<file path="src/rtl/core/clr_pkg.sv">
package clr_pkg;

  // frame geometry
  localparam int FRAME_WIDTH  = 800;
  localparam int FRAME_HEIGHT = 600;
  localparam int CELLS        = FRAME_WIDTH * FRAME_HEIGHT;
  localparam int ADDR_W       = $clog2(CELLS);
  localparam int COL_W        = (FRAME_WIDTH > 1) ? $clog2(FRAME_WIDTH) : 1;
  localparam int ROW_W        = (FRAME_HEIGHT > 1) ? $clog2(FRAME_HEIGHT) : 1;

  localparam int COORD_W   = 12;
  localparam int ERR_W     = 16;
  localparam int COUNT_W   = 13;
  localparam int CMD_DEPTH = 2;
  localparam int CMD_PTR_W = $clog2(CMD_DEPTH);
  localparam int CMD_CNT_W = $clog2(CMD_DEPTH + 1);

  localparam logic [7:0] BG_RED   = 8'd30;
  localparam logic [7:0] BG_GREEN = 8'd30;
  localparam logic [7:0] BG_BLUE  = 8'd35;

  typedef logic signed [COORD_W-1:0] coord_t;
  typedef logic signed [ERR_W-1:0]   err_t;
  typedef logic [ADDR_W-1:0]         addr_t;
  typedef logic [COUNT_W-1:0]        count_t;
  typedef logic [23:0]               rgb_t;

  localparam rgb_t BG_RGB = {BG_RED, BG_GREEN, BG_BLUE};

  typedef enum logic {
    MODE_DRAW = 1'b0,
    MODE_READ = 1'b1
  } mode_t;

  // classified request, front to back
  typedef struct packed {
    mode_t  mode;
    coord_t c0;
    coord_t r0;
    coord_t c1;
    coord_t r1;
    rgb_t   rgb;
    err_t   span_c;     // |dc|, zero or positive
    err_t   span_r;     // -|dr|, negative or zero
    err_t   err0;
    logic   step_c_neg;
    logic   step_r_neg;
    logic   start_in;
    addr_t  start_addr;
  } cmd_t;

  function automatic logic in_frame(coord_t c, coord_t r);
    return !c[COORD_W-1] && !r[COORD_W-1] &&
           ({1'b0, c} < (COORD_W+1)'(FRAME_WIDTH)) &&
           ({1'b0, r} < (COORD_W+1)'(FRAME_HEIGHT));
  endfunction

  // row * width + col, only meaningful for in-frame points
  function automatic addr_t cell_addr(coord_t c, coord_t r);
    return ADDR_W'(r[ROW_W-1:0]) * ADDR_W'(FRAME_WIDTH) + ADDR_W'(c[COL_W-1:0]);
  endfunction

endpackage

</file>
<file path="src/rtl/core/clr_cmd_fifo.sv">
module clr_cmd_fifo (
  input  logic          clk,
  input  logic          rst,
  input  logic          push,
  input  clr_pkg::cmd_t wdata,
  output logic          full,
  input  logic          pop,
  output clr_pkg::cmd_t rdata,
  output logic          valid
);
  import clr_pkg::*;

  cmd_t                 entries [CMD_DEPTH];
  logic [CMD_PTR_W-1:0] wr_ptr, rd_ptr;
  logic [CMD_CNT_W-1:0] cnt;
  logic                 do_push, do_pop;

  assign full    = (cnt == CMD_CNT_W'(CMD_DEPTH));
  assign valid   = (cnt != '0);
  assign do_push = push && !full;
  assign do_pop  = pop && valid;
  assign rdata   = entries[rd_ptr];

  always_ff @(posedge clk) begin
    if (rst) begin
      wr_ptr <= '0;
      rd_ptr <= '0;
      cnt    <= '0;
    end else begin
      if (do_push) begin
        wr_ptr <= (wr_ptr == CMD_PTR_W'(CMD_DEPTH - 1)) ? '0 : wr_ptr + 1'b1;
      end
      if (do_pop) begin
        rd_ptr <= (rd_ptr == CMD_PTR_W'(CMD_DEPTH - 1)) ? '0 : rd_ptr + 1'b1;
      end
      cnt <= cnt + CMD_CNT_W'(do_push) - CMD_CNT_W'(do_pop);
    end
    if (do_push) begin
      entries[wr_ptr] <= wdata;
    end
  end

  a_cnt_bound: assert property (@(posedge clk) disable iff (rst)
    cnt <= CMD_CNT_W'(CMD_DEPTH))
    else $error("command queue count out of range");

endmodule

</file>
<file path="config.mk">
export PLATFORM = sky130hd
export DESIGN_NAME = clr_cmd_fifo
export DESIGN_NICKNAME = d
export VERILOG_FILES = /design/src/rtl/core/clr_pkg.sv /design/src/rtl/core/clr_cmd_fifo.sv
export SDC_FILE = /design/constraint.sdc
export NUM_CORES = 1
export LEC_CHECK = 0
export ABC_AREA = 1
export BUFFER_PORTS_ARGS = -buffer_cell sky130_fd_sc_hd__buf_2
export CAP_MARGIN = 10
export CELL_PAD_IN_SITES_DETAIL_PLACEMENT = 1
export CELL_PAD_IN_SITES_GLOBAL_PLACEMENT = 2
export CORE_MARGIN = 4
export CORE_UTILIZATION = 41
export DETAILED_ROUTE_END_ITERATION = 16
export GPL_ROUTABILITY_DRIVEN = 0
export PLACE_DENSITY = 0.89
export SLEW_MARGIN = 20
export SYNTH_ARGS = -nofsm -noshare
export SYNTH_HDL_FRONTEND = slang
export SYNTH_SLANG_ARGS = --single-unit
</file>
<file path="constraint.sdc">
create_clock -name clk -period 17.91 [get_ports clk]
set_input_delay 0.8955 -clock clk [delete_from_list [all_inputs] [get_ports clk]]
set_output_delay 0.8955 -clock clk [all_outputs]
set_load 0.005 [all_outputs]
</file>
==> metrics.txt <==
# TYPE chip_impl_metric gauge
chip_impl_metric{name="die_width",unit="µm"} 171
chip_impl_metric{name="netlist_area",unit="µm²"} 10800
chip_impl_metric{name="layout-area-overhead-vs-synth",unit="%"} 24.6
chip_impl_metric{name="grt_first_pass_wirelength",unit="µm"} 34500
chip_impl_metric{name="cts.sinks",unit=""} 291
chip_impl_metric{name="floorplan.initialDensity",unit="%"} 41.6
chip_impl_metric{name="grt_remaining_overflow",unit=""} 0
chip_impl_metric{name="fin_worst_skew",unit="ns"} 0.0125
chip_impl_metric{name="switching_power",unit="W"} 0.000469
chip_impl_metric{name="syn_nets",unit=""} 633
chip_impl_metric{name="synth-seq-cells",unit=""} 291
chip_impl_metric{name="postLayoutCellArea",unit="µm²"} 13500
chip_impl_metric{name="gr-usage-all-layers",unit="%"} 15.3
chip_impl_metric{name="drt_pass1_iterations",unit=""} 4
chip_impl_info{name="crit_path_category",value="flop to output port"} 1
chip_impl_metric{name="tritoncts.num_buffers",unit=""} 30
chip_impl_metric{name="floorplan.io_pins",unit=""} 292
chip_impl_metric{name="dp.final_hpwl",unit="µm"} 16200
chip_impl_metric{name="finalSetupViolations",unit=""} 0
chip_impl_metric{name="worst-r2r-setup-slack",unit="ns"} 15.34
chip_impl_metric{name="cts_hold_buffers",unit=""} 0
chip_impl_metric{name="initialDrtViolationCount",unit=""} 253
chip_impl_metric{name="yosys.cell_types.count",unit=""} 12
chip_impl_info{name="status",value="completed"} 1
chip_impl_metric{name="critical_path_buf_inv_count",unit=""} 2
chip_impl_metric{name="critPathRequiredTime",unit="ns"} 17.01
chip_impl_metric{name="total_number_of_nets_in_the_final_design",unit=""} 945
chip_impl_info{name="tritoncts",value="built"} 1
chip_impl_metric{name="vias_per_cell",unit=""} 4.81
chip_impl_metric{name="internal-power",unit="W"} 0.00140
chip_impl_info{name="r2r_end",value="entries[1][68]"} 1
chip_impl_info{name="hold_class",value="flop to flop"} 1
chip_impl_metric{name="syn_inst_count",unit=""} 484
chip_impl_metric{name="cts.repair_timing.setup_buffer_count",unit=""} 0
chip_impl_metric{name="clk_latency",unit="ns"} 0.54
chip_impl_metric{name="yosys_warnings",unit=""} 0
chip_impl_metric{name="peakVddDrop",unit="V"} 0.0000919
chip_impl_metric{name="critical-path-max-stage-delay",unit="ns"} 0.81
chip_impl_info{name="synth.top_cells.by_count",value="edfxtp_1 (286), mux2_2 (73), mux2_4 (70)"} 1
chip_impl_metric{name="ctsHtreeMaxLevel",unit=""} 1
chip_impl_metric{name="place_area",unit="µm²"} 12600
chip_impl_info{name="post_synth_main_area_contributors",value="edfxtp_1 (79%), mux2_4 (9.7%), mux2_2 (7.6%)"} 1
chip_impl_info{name="postSynth.topFlopCell",value="edfxtp_1"} 1
chip_impl_metric{name="cts-resized-gates",unit=""} 0
chip_impl_info{name="path_cells",value="buf_4 -> mux2_2 -> buf_2"} 1
chip_impl_info{name="synthMostInstantiatedCell",value="edfxtp_1"} 1
chip_impl_metric{name="final-hold-violation-count",unit=""} 0
chip_impl_metric{name="number_of_antenna_violations_at_the_first_check_in_global_routing",unit=""} 6
chip_impl_metric{name="fp.coreArea",unit="µm²"} 26100
chip_impl_metric{name="layout_worst_path_cycle_share",unit="%"} 19.7
chip_impl_metric{name="placement_rows",unit=""} 59
chip_impl_info{name="worstSetupEndpoint",value="rdata[58]"} 1
chip_impl_info{name="timing.hold.worst.start",value="rd_ptr"} 1
chip_impl_metric{name="number_of_global_route_vias_before_repair",unit=""} 6214
chip_impl_metric{name="max_slew.worst_pin.slew",unit="ns"} 1.01
chip_impl_info{name="critical_path_sink_type",value="output port"} 1
chip_impl_metric{name="worst_r2r_path_depth",unit=""} 5
chip_impl_metric{name="cellLeakagePower",unit="nW"} 5.19
chip_impl_info{name="clock-root-buffer",value="clkbuf_16"} 1
chip_impl_metric{name="worst-path-stages",unit=""} 3
chip_impl_metric{name="max_clock_freq",unit="GHz"} 0.284
chip_impl_metric{name="place.port_buffers",unit=""} 291
chip_impl_metric{name="synth-edff-count",unit=""} 286
chip_impl_metric{name="pwr-share-comb",unit="%"} 22.2
chip_impl_metric{name="floorplan.die.height",unit="µm"} 171
chip_impl_metric{name="crit_path_max_fanout",unit=""} 67
chip_impl_metric{name="sw_frac_of_total",unit="%"} 25.1
chip_impl_metric{name="slew_viol_final",unit=""} 0
chip_impl_metric{name="seq_pwr_share",unit="%"} 47.9
chip_impl_metric{name="clk_transition_reported_paths",unit="ns"} 0.06
chip_impl_metric{name="postSynthAreaPerCell",unit="µm²"} 22.4
chip_impl_metric{name="synth_async_sr_flop_share",unit="%"} 0
chip_impl_metric{name="die_ar",unit="µm²"} 29100
chip_impl_info{name="yosys.area.top_type",value="edfxtp_1"} 1
chip_impl_metric{name="post-route-drc-count",unit=""} 0
chip_impl_metric{name="worst-endpoint-arrival",unit="ns"} 2.62
chip_impl_metric{name="finalSetupTns",unit="ns"} 0
chip_impl_metric{name="finalCriticalPeriod",unit="ns"} 3.52
chip_impl_metric{name="max_buffers_root_to_sink",unit=""} 3
chip_impl_metric{name="detail-route-antenna-nets",unit=""} 0
chip_impl_info{name="worst_path_slowest_cell",value="buf_4"} 1
chip_impl_metric{name="synth.yosys.seq_area_share",unit="%"} 80.1
chip_impl_info{name="grt_setup_unrepaired",value="false"} 1
chip_impl_metric{name="timing.slew.headroom",unit="%"} 32.6
chip_impl_metric{name="cap_viol_max_count",unit=""} 0
chip_impl_metric{name="grt_start_max_net_pins",unit=""} 73
chip_impl_info{name="regToRegStartpoint",value="cnt[0]"} 1
chip_impl_metric{name="routed_wirelength",unit="µm"} 23200
chip_impl_metric{name="layout-drive-gt1-share",unit="%"} 58.7
chip_impl_info{name="critical_path.startpoint_type",value="flop"} 1
chip_impl_metric{name="yosys.area.top_type_share",unit="%"} 79.2
chip_impl_info{name="path_delay_family",value="buffers and inverters"} 1
chip_impl_metric{name="p_per_area",unit="nW/µm²"} 139
chip_impl_metric{name="via_count",unit=""} 5526
chip_impl_metric{name="power.share.clock",unit="%"} 29.8
chip_impl_metric{name="detail_route.wl_per_cell",unit="µm"} 20.2
[metal layers]
metal	vias up	track usage, %	part of all wire [%]
met5	-	0	0.30
met4	10	3.82	2.0
met3	48	4.62	8.1
met2	216	28.0	53
met1	2728	17.5	36
li1	2524	-	-
[sequential cells by signal (all words and copies together) (netlist names), named ones only]
signal,cells
cnt,2
wr_ptr,1
entries,286
rd_ptr,1
[cell type report]
type,instances,area [µm²]
Antenna cell,3,7.51
Inverter,10,42.5
Timing Repair Buffer,296,1490
Clock inverter,11,71.3
Clock buffer,37,798
Multi-Input combinational cell,167,1990
Fill cell,2449,12500
Sequential cell,291,8690
Tap cell,335,419
[worst min-delay path by stage]
stage / endpoint / cells past startpoint
final: rd_ptr / 2
after global routing: cnt[0] / 2
after CTS: cnt[0] / 2
after detailed placement: rd_ptr / 2
after global placement: rd_ptr / 2
after floorplan: flop / 2
[worst min-delay path, cell delays in order (launching register included)]
cell and delay, ns:
dfxtp_1 0.33, nor2_1 0.06, nor2_1 0.09
[stage by stage]
stage,instances,worst slack [ns],total power (W),util (%),hold slack [ns]
after floorplan,484,10.36,0.00118,-,0.467
after global placement,1099,14.81,0.00132,48.5,0.485
after detailed placement,1099,14.79,0.00134,48.5,0.500
after CTS,1147,14.36,0.00191,51.9,0.484
after global routing,1148,14.28,0.00197,51.9,0.492
final,1150,14.39,0.00187,51.9,0.509
[placed cells by master, fill, tap and decap left out, drive strengths merged]
| cell | Yosys | layout |
|---|---|---|
| buf | 16 | 296 |
| edfxtp | 286 | 286 |
| mux2 | 143 | 143 |
| clkbuf | 0 | 37 |
| inv | 10 | 10 |
| clkinv | 0 | 10 |
| nor2 | 9 | 9 |
| nand2 | 8 | 8 |
| dfxtp | 5 | 5 |
| diode | 0 | 3 |
| nand3 | 3 | 3 |
| a21oi | 2 | 2 |
| ha | 2 | 2 |
| bufinv | 0 | 1 |
[power groups by stage]
stage / registers, W / logic [W] / clock network, W
2_1_floorplan: 0.000913 / 0.000266 / 0
6_report: 0.000898 / 0.000417 / 0.000559
3_3_place_gp: 0.000904 / 0.000418 / 0
5_1_grt: 0.000907 / 0.000452 / 0.000612
3_5_place_dp: 0.000914 / 0.000426 / 0
4_1_cts: 0.000900 / 0.000428 / 0.000581
[cell families after synthesis]
kind of cell	after synthesis	share of synthesized area, %
compound gates	2	0.0923
fa+ha+maj	2	0.231
buf+inv	26	1.60
flops	291	80.1
mux	143	17.3
simple gates	20	0.727
(Power assumes the default switching activity.)
