[src/rtl/core/clr_pkg.sv]
package clr_pkg;

  // frame geometry
  localparam int FRAME_WIDTH  = 800;
  localparam int FRAME_HEIGHT = 600;
  localparam int CELLS        = FRAME_WIDTH * FRAME_HEIGHT;
  localparam int ADDR_W       = $clog2(CELLS);
  localparam int COL_W        = (FRAME_WIDTH > 1) ? $clog2(FRAME_WIDTH) : 1;
  localparam int ROW_W        = (FRAME_HEIGHT > 1) ? $clog2(FRAME_HEIGHT) : 1;

  localparam int COORD_W   = 12;
  localparam int ERR_W     = 16;
  localparam int COUNT_W   = 13;
  localparam int CMD_DEPTH = 2;
  localparam int CMD_PTR_W = $clog2(CMD_DEPTH);
  localparam int CMD_CNT_W = $clog2(CMD_DEPTH + 1);

  localparam logic [7:0] BG_RED   = 8'd30;
  localparam logic [7:0] BG_GREEN = 8'd30;
  localparam logic [7:0] BG_BLUE  = 8'd35;

  typedef logic signed [COORD_W-1:0] coord_t;
  typedef logic signed [ERR_W-1:0]   err_t;
  typedef logic [ADDR_W-1:0]         addr_t;
  typedef logic [COUNT_W-1:0]        count_t;
  typedef logic [23:0]               rgb_t;

  localparam rgb_t BG_RGB = {BG_RED, BG_GREEN, BG_BLUE};

  typedef enum logic {
    MODE_DRAW = 1'b0,
    MODE_READ = 1'b1
  } mode_t;

  // classified request, front to back
  typedef struct packed {
    mode_t  mode;
    coord_t c0;
    coord_t r0;
    coord_t c1;
    coord_t r1;
    rgb_t   rgb;
    err_t   span_c;     // |dc|, zero or positive
    err_t   span_r;     // -|dr|, negative or zero
    err_t   err0;
    logic   step_c_neg;
    logic   step_r_neg;
    logic   start_in;
    addr_t  start_addr;
  } cmd_t;

  function automatic logic in_frame(coord_t c, coord_t r);
    return !c[COORD_W-1] && !r[COORD_W-1] &&
           ({1'b0, c} < (COORD_W+1)'(FRAME_WIDTH)) &&
           ({1'b0, r} < (COORD_W+1)'(FRAME_HEIGHT));
  endfunction

  // row * width + col, only meaningful for in-frame points
  function automatic addr_t cell_addr(coord_t c, coord_t r);
    return ADDR_W'(r[ROW_W-1:0]) * ADDR_W'(FRAME_WIDTH) + ADDR_W'(c[COL_W-1:0]);
  endfunction

endpackage

[src/rtl/core/clr_front.sv]
module clr_front (
  input  logic           clk,
  input  logic           rst,
  input  logic           push,
  output logic           full,
  input  logic           mode,
  input  clr_pkg::coord_t start_col,
  input  clr_pkg::coord_t start_row,
  input  clr_pkg::coord_t end_col,
  input  clr_pkg::coord_t end_row,
  input  logic [7:0]     red_in,
  input  logic [7:0]     green_in,
  input  logic [7:0]     blue_in,
  output logic           cmd_push,
  output clr_pkg::cmd_t  cmd,
  input  logic           cmd_full
);
  import clr_pkg::*;

  logic                  valid;
  logic                  accept;
  logic signed [COORD_W:0] dc, dr, abs_c, abs_r;
  cmd_t                  cls;

  assign full     = valid && cmd_full;
  assign accept   = push && !full;
  assign cmd_push = valid && !cmd_full;

  always_comb begin
    dc    = {end_col[COORD_W-1], end_col} - {start_col[COORD_W-1], start_col};
    dr    = {end_row[COORD_W-1], end_row} - {start_row[COORD_W-1], start_row};
    abs_c = dc[COORD_W] ? -dc : dc;
    abs_r = dr[COORD_W] ? -dr : dr;

    cls.mode       = mode_t'(mode);
    cls.c0         = start_col;
    cls.r0         = start_row;
    cls.c1         = end_col;
    cls.r1         = end_row;
    cls.rgb        = {red_in, green_in, blue_in};
    cls.span_c     = ERR_W'(abs_c);
    cls.span_r     = -ERR_W'(abs_r);
    cls.err0       = ERR_W'(abs_c) - ERR_W'(abs_r);
    cls.step_c_neg = !(start_col < end_col);
    cls.step_r_neg = !(start_row < end_row);
    cls.start_in   = in_frame(start_col, start_row);
    cls.start_addr = cell_addr(start_col, start_row);
  end

  always_ff @(posedge clk) begin
    if (rst) begin
      valid <= 1'b0;
    end else begin
      valid <= accept || (valid && cmd_full);
    end
    if (accept) begin
      cmd <= cls;
    end
  end

endmodule

[config.mk]
export PLATFORM = sky130hd
export DESIGN_NAME = clr_front
export DESIGN_NICKNAME = d
export VERILOG_FILES = /design/src/rtl/core/clr_pkg.sv /design/src/rtl/core/clr_front.sv
export SDC_FILE = /design/constraint.sdc
export NUM_CORES = 1
export LEC_CHECK = 0
export BUFFER_PORTS_ARGS = -buffer_cell sky130_fd_sc_hd__buf_2
export CORE_UTILIZATION = 40
export CTS_CLUSTER_DIAMETER = 50
export DETAILED_ROUTE_END_ITERATION = 8
export GPL_TIMING_DRIVEN = 0
export PLACE_DENSITY = 0.66
export SETUP_SLACK_MARGIN = 0.3
export SYNTH_ARGS = -nofsm -noshare
export SYNTH_HDL_FRONTEND = slang
export SYNTH_SLANG_ARGS = --single-unit
[constraint.sdc]
create_clock -name clk -period 11.2 [get_ports clk]
set_clock_uncertainty 0.2 [all_clocks]
set_input_delay 1.12 -clock clk [delete_from_list [all_inputs] [get_ports clk]]
set_output_delay 1.12 -clock clk [all_outputs]
set_load 0.05 [all_outputs]
==> results of run 1 <==
worst paths after layout:
path         cells after the start  startpoint  slack, ns       end
min reg2reg                      3       valid       0.47     valid
max                             22  end_col[0]       5.23   cmd[36]
max reg2reg                      4       valid       9.42  cmd[101]
min                              3       valid       0.47     valid
metal layers:
metal,vias up,part of all wire (%),GRT usage (%)
li1,3188,-,-
met1,2914,46,23.77
met2,176,47,30.02
met3,28,5.6,4.815
met4,2,1.6,6.237
met5,-,0.073,0
flip-flops by register name, summed over array words and instances, names as in the netlist:
register	flops
valid	1
cmd	133
power breakdown:
part	switching (mW)	leakage (nW)	total, mW	internal [mW]
combinational	0.652	3.10	0.980	0.328
sequential	0.0183	1.29	0.691	0.673
clock	0.248	0.279	0.563	0.315
layout by cell type, fill, tap and decap left out, drive strengths merged, types with 4 or more instances in the layout:
cell      n
buf     241
edfxtp  133
inv      92
ha       84
xnor2    52
nor2     38
a21oi    36
nand2    35
o21ai    33
clkbuf   22
xor2     21
nor3     17
nand3    13
a21o     12
fa       12
nor2b    12
a21boi    9
o21a      8
and2      7
o21bai    7
mux2i     6
or4       6
o211ai    6
or2       6
o31a      5
and3      5
nand2b    5
nand4     5
o311ai    5
nor4      5
or3       4
a311oi    4
kinds of logic after synthesis:
kind of cell	after synthesis	share of synthesized area, %
buffers and inverters	104	5.151
AOI/OAI and AO/OA	158	13.04
DFF	134	47.48
adders and majority gates	98	15.53
xor gates and xnor gates	73	7.830
muxes	6	0.7105
and+or+nand+nor	168	10.26
stage by stage:
step                worst slack (ns)  hold slack (ns)
finish                         5.229           0.4704
detailed placement             4.901           0.4599
CTS                            5.261           0.4779
global placement              0.6488           0.4062
global route                   4.687           0.5357
floorplan                      3.029           0.6461
critical path: stages:
cell      delay [ns]
buf_2           0.10
inv_1           0.05
ha_1            0.17
inv_1           0.06
fa_1            0.46
a211o_1         0.34
a21oi_1         0.19
o211ai_1        0.14
and3_1          0.22
o31ai_1         0.50
o21ai_0         0.33
ha_1            0.36
nor2b_1         0.11
o21ai_0         0.11
a21boi_0        0.28
o21ai_0         0.15
a21boi_0        0.27
o21ai_0         0.15
a22o_1          0.20
maj3_1          0.38
a21boi_1        0.16
o21ai_1         0.07
final cells by class:
type                    instances  share of cell area (%)
plain buffers                  21                   1.171
flip-flops and latches        134                   37.96
clock buffers                  17                   4.023
inverters                      83                   2.946
clock inverters                15                   1.526
diodes                          1                 0.02367
repair buffers                225                   11.22
well taps                     270                   3.195
multi-input cells             503                   37.94
==> results.cfg, run 1 <==
[sta]
worstMarginPinSlew_ns = 0.7362
period_share_pct = 53.31
hold_viol_final = 0
max_slew_margin_pct = 50.15
final_max_slew_viol_count = 0
max_freq_mhz = 167.5
setup-tns-final_ns = 0
setup_viol = 0
min_period_ns = 5.971
rsz0062_at_grt = false

[cts]
numCtsBuffers = 17
cts.htree.levels = 4
cts.sinks = 134
clockBufferDepth = 2
worstSkewPairLatency_ns = 0.43
path_clk_slew_ns = 0.07
cts_tree = built
cts.hold.buffers_added = 0
post_cts_buffers = 0
post_cts_resized = 0
cts-root-buf = clkbuf_16

[yosys]
synth_top_area_share_pct = 47.25
synth_ff_type = edfxtp_1
syn_nets = 914
yosysUniqueCellTypes = 76
yosysMostFrequentCell = edfxtp_1
synth_area_leaders = edfxtp_1, ha_1, xnor2_1, inv_1, fa_1
synth_edf_count = 133
syn-instance-count = 741
async_flop_share_pct = 0
yosysSeqAreaShare_pct = 47.48
synth_area_mm2 = 0.008453
yosysTopAreaCell = edfxtp_1
ys_ff_latch = 134
yosys_warnings = 0
synth.avg_cell_area_um2 = 11.41
synthTopCellsByCount = edfxtp_1, ha_1, inv_1, xnor2_1, nor2_1

[job]
max-cap-violations = 0

[grt]
overflow = 0
antenna_found_initial = 3
grt_start_max_net_pins = 37
grt_pass1_vias = 6148
grt_pass1_wl_mm = 30.93
grt_usage_pct = 18.43

[pwr]
total_power_mw = 2.234
static-leakage-power_nw = 4.670
irDropWorstVdd_mv = 0.1606
power.density_mw_per_mm2 = 211.3

[placement]
place_area_mm2 = 0.009985
dp_hpwl_mm = 15.15
gp_congestion = 0.8555
portBuffers = 221
placed_cells = 1236

[floorplanning]
die_y_um = 147.4
start_util_pct = 41.25
io_pins = 222
die_w_um = 147.4
fp-row-count = 52
design.core.area_mm2 = 0.02049
die_area_mm2 = 0.02172

[route]
drtIter0Drc = 310
route.vias.total = 6308
wirelength_mm = 19.18
wl_per_cell_um = 15.11
vias_per_cell = 4.971
first_pass_iters = 4
final_antenna_net_count = 0
drc = 0

[setup_path]
startpoint_type = input pin
worstSetupPathType = input pin to flop
cp_max_fo = 5
crit_path_end_kind = flop
critPathRequiredTime_ns = 11.18
cp_data_arrival_time_ns = 5.95

[cells_and_area]
fin_util_pct = 51.59
fill_cells = 1843
area_delta_synth_final_pct = 25.09
final_area_mm2 = 0.01057
fin_nets = 1158
multi_input_area_mm2 = 0.004011
regArea_mm2 = 0.004014
drive_gt1_share_pct = 29.36
final_cells = 1269

[status]
outcome = finished, final reports clean

[min_path]
hold_class = flop to flop
Note: power is estimated with default switching activity, not from simulation.
==> run 2, diff against run 1 <==
- ABC_AREA: not set -> 1
- clock period: 11.2 -> 5.65 ns (I/O delays scaled with it)
==> run 2 against run 1 <==
  * Hold slack worse by 0.37 ns
  * Sequential cell count unchanged
  * Sequential power up 97%
  * Clock power up 92%
  * Largest power group unchanged
  * Largest cell class unchanged
  * Sequential share of layout area down 0.39 points
==> results.cfg, run 2 <==
[cts]
cts.sinks = 134
numCtsBuffers = 17
post_cts_buffers = 0
path_clk_slew_ns = 0.06
post_cts_resized = 0
worstSkewPairLatency_ns = 0.42
clockBufferDepth = 2
cts_tree = built
cts-root-buf = clkbuf_16
cts.htree.levels = 4
cts.hold.buffers_added = 0

[pwr]
total_power_mw = 4.316
static-leakage-power_nw = 5.305
power.density_mw_per_mm2 = 404.0
irDropWorstVdd_mv = 0.2951

[route]
final_antenna_net_count = 0
wl_per_cell_um = 13.14
route.vias.total = 6639
wirelength_mm = 18.75
drtIter0Drc = 285
drc = 0
first_pass_iters = 8
vias_per_cell = 4.652

[floorplanning]
io_pins = 222
fp-row-count = 53
die_w_um = 148.5
start_util_pct = 40.81
die_y_um = 148.5
design.core.area_mm2 = 0.02102
die_area_mm2 = 0.02204

[grt]
antenna_found_initial = 3
grt_usage_pct = 17.55
grtUsageMet3_pct = 4.939
grt_pass1_vias = 6166
overflow = 0
grt-busiest-layer = met2
met1_usage_pct = 21.11
met2_usage_pct = 30.05
grt_pass1_wl_mm = 29.65
grt_start_max_net_pins = 37

[cells_and_area]
final_common_cell = buf_2
multi_input_area_mm2 = 0.003837
largestRegisters = cmd (133), valid (1)
area_delta_synth_final_pct = 24.53
largest_reg_flops = 133
fin_util_pct = 50.82
most-common-layout-cells = buf_2, nand2_1, inv_1
drive_gt1_share_pct = 26.59
regArea_mm2 = 0.004014
largest-register = cmd
fin_nets = 1311
fill_cells = 1962

[setup_path]
rr_startpoint = valid
startpoint_type = input pin
cp_data_arrival_time_ns = 4.49
critical-path-slowest-cell = fa_1
crit_path_end_kind = flop
cp_slowest_stage_delay_ns = 0.45
crit_top_cell = nand2_1
cp_max_fo = 10
critPathRequiredTime_ns = 5.63
worstSetupPathType = input pin to flop
setup.worst_path.start = end_col[0]

[placement]
gp_congestion = 0.8354
portBuffers = 221
pre_cts_slack_ns = 0.8063
dp_hpwl_mm = 15.08

[yosys]
synth_area_mm2 = 0.008579
yosysMostFrequentCell = nand2_1
ys_ff_latch = 134
async_flop_share_pct = 0
syn-instance-count = 894
syn_nets = 1067
yosys_warnings = 0
yosysUniqueCellTypes = 45
synth_top_area_share_pct = 46.55
synth_area_leaders = edfxtp_1, ha_1, nand2_1, inv_1, xor2_1
synth.avg_cell_area_um2 = 9.597
synth_edf_count = 133
synth_ff_type = edfxtp_1
synthTopCellsByCount = nand2_1, inv_1, edfxtp_1, ha_1, nand3_1
yosysTopAreaCell = edfxtp_1
yosysSeqAreaShare_pct = 46.78

[sta]
rsz0062_at_grt = false
hold_slack_ns = 0.09826
final_max_slew_viol_count = 0
max_freq_mhz = 221.7
period_share_pct = 79.85
max_slew_margin_pct = 65.54
worstMarginPinSlew_ns = 0.5115
fin_ws_ns = 1.138
hold_viol_final = 0
setup_viol = 0
min_period_ns = 4.512

[min_path]
hold_class = input pin to flop
min-delay-start = rst

[job]
max-cap-violations = 0

[status]
outcome = finished, final reports clean
[run 2: cell count changes after synthesis, sizes merged, moves of 7 or more]
cell | before | now
xor2 | 21 | 36
o21a | 8 | 1
a21o | 12 | 3
xnor2 | 52 | 21
inv | 83 | 167
nor2b | 12 | 0
nand2 | 35 | 217
a21boi | 9 | 0
nand3 | 13 | 58
o21ai | 33 | 17
[run 2: layer usage]
layer  wire length (um)  share of wire (%)  up-vias
li1                   -                  -     3428
met1               8442                 45     3009
met2               9028                 48      177
met3               1034                5.5       21
met4                229                1.2        4
met5                 18              0.096        -
[run 2: through the flow]
step / setup TNS (ns) / instances / cell area, um^2
CTS: 0 / 1426 / 10680
finish: 0 / 1427 / 10680
global placement: -76.47 / 1390 / 10030
floorplan: 0 / 894 / 8582
detailed placement: 0 / 1394 / 10120
global route: 0 / 1427 / 10680
[run 2: cell families (layout without fill, tap and decap cells)]
logic type	count (synthesis)	after routing	synth area share [%]
compound gates	77	77	5.177
xor+xnor	57	57	5.994
fa+ha+maj	96	96	15.05
buf+inv	181	438	8.575
flops	134	134	46.78
other cells	0	1	0
simple gates	349	349	18.42
[run 2: final timing paths]
kind	to	slack (ns)	cells past startpoint
worst max-delay path	cmd[34]	1.14	31
worst min-delay path	valid	0.1	2
worst max register to register	cmd[101]	3.83	5
worst min register to register	valid	0.29	2
[run 2: worst max-delay path, delay by kind of cell]
kind,cells,cell delay (ns)
and+or+nand+nor,16,1.38
buffers and inverters,6,0.67
AOI/OAI and AO/OA,5,0.79
adders and majority gates,3,0.97
xor gates and xnor gates,1,0.12
[run 2: area by class of cell]
cell class              count  share of cell area [%]
repair buffers            225                   11.10
flip-flops and latches    134                   37.57
diodes                      1                 0.02342
clock buffers              18                   4.017
clock inverters            14                   1.265
plain buffers              13                  0.9837
multi-input cells         579                   35.92
well taps                 275                   3.221
inverters                 168                   5.902
[run 2: report_power, final]
group	total (mW)	switching, mW	leakage, nW	internal (mW)
registers	1.36	0.0360	1.29	1.33
logic	1.87	1.30	3.75	0.572
clock network	1.08	0.433	0.270	0.644
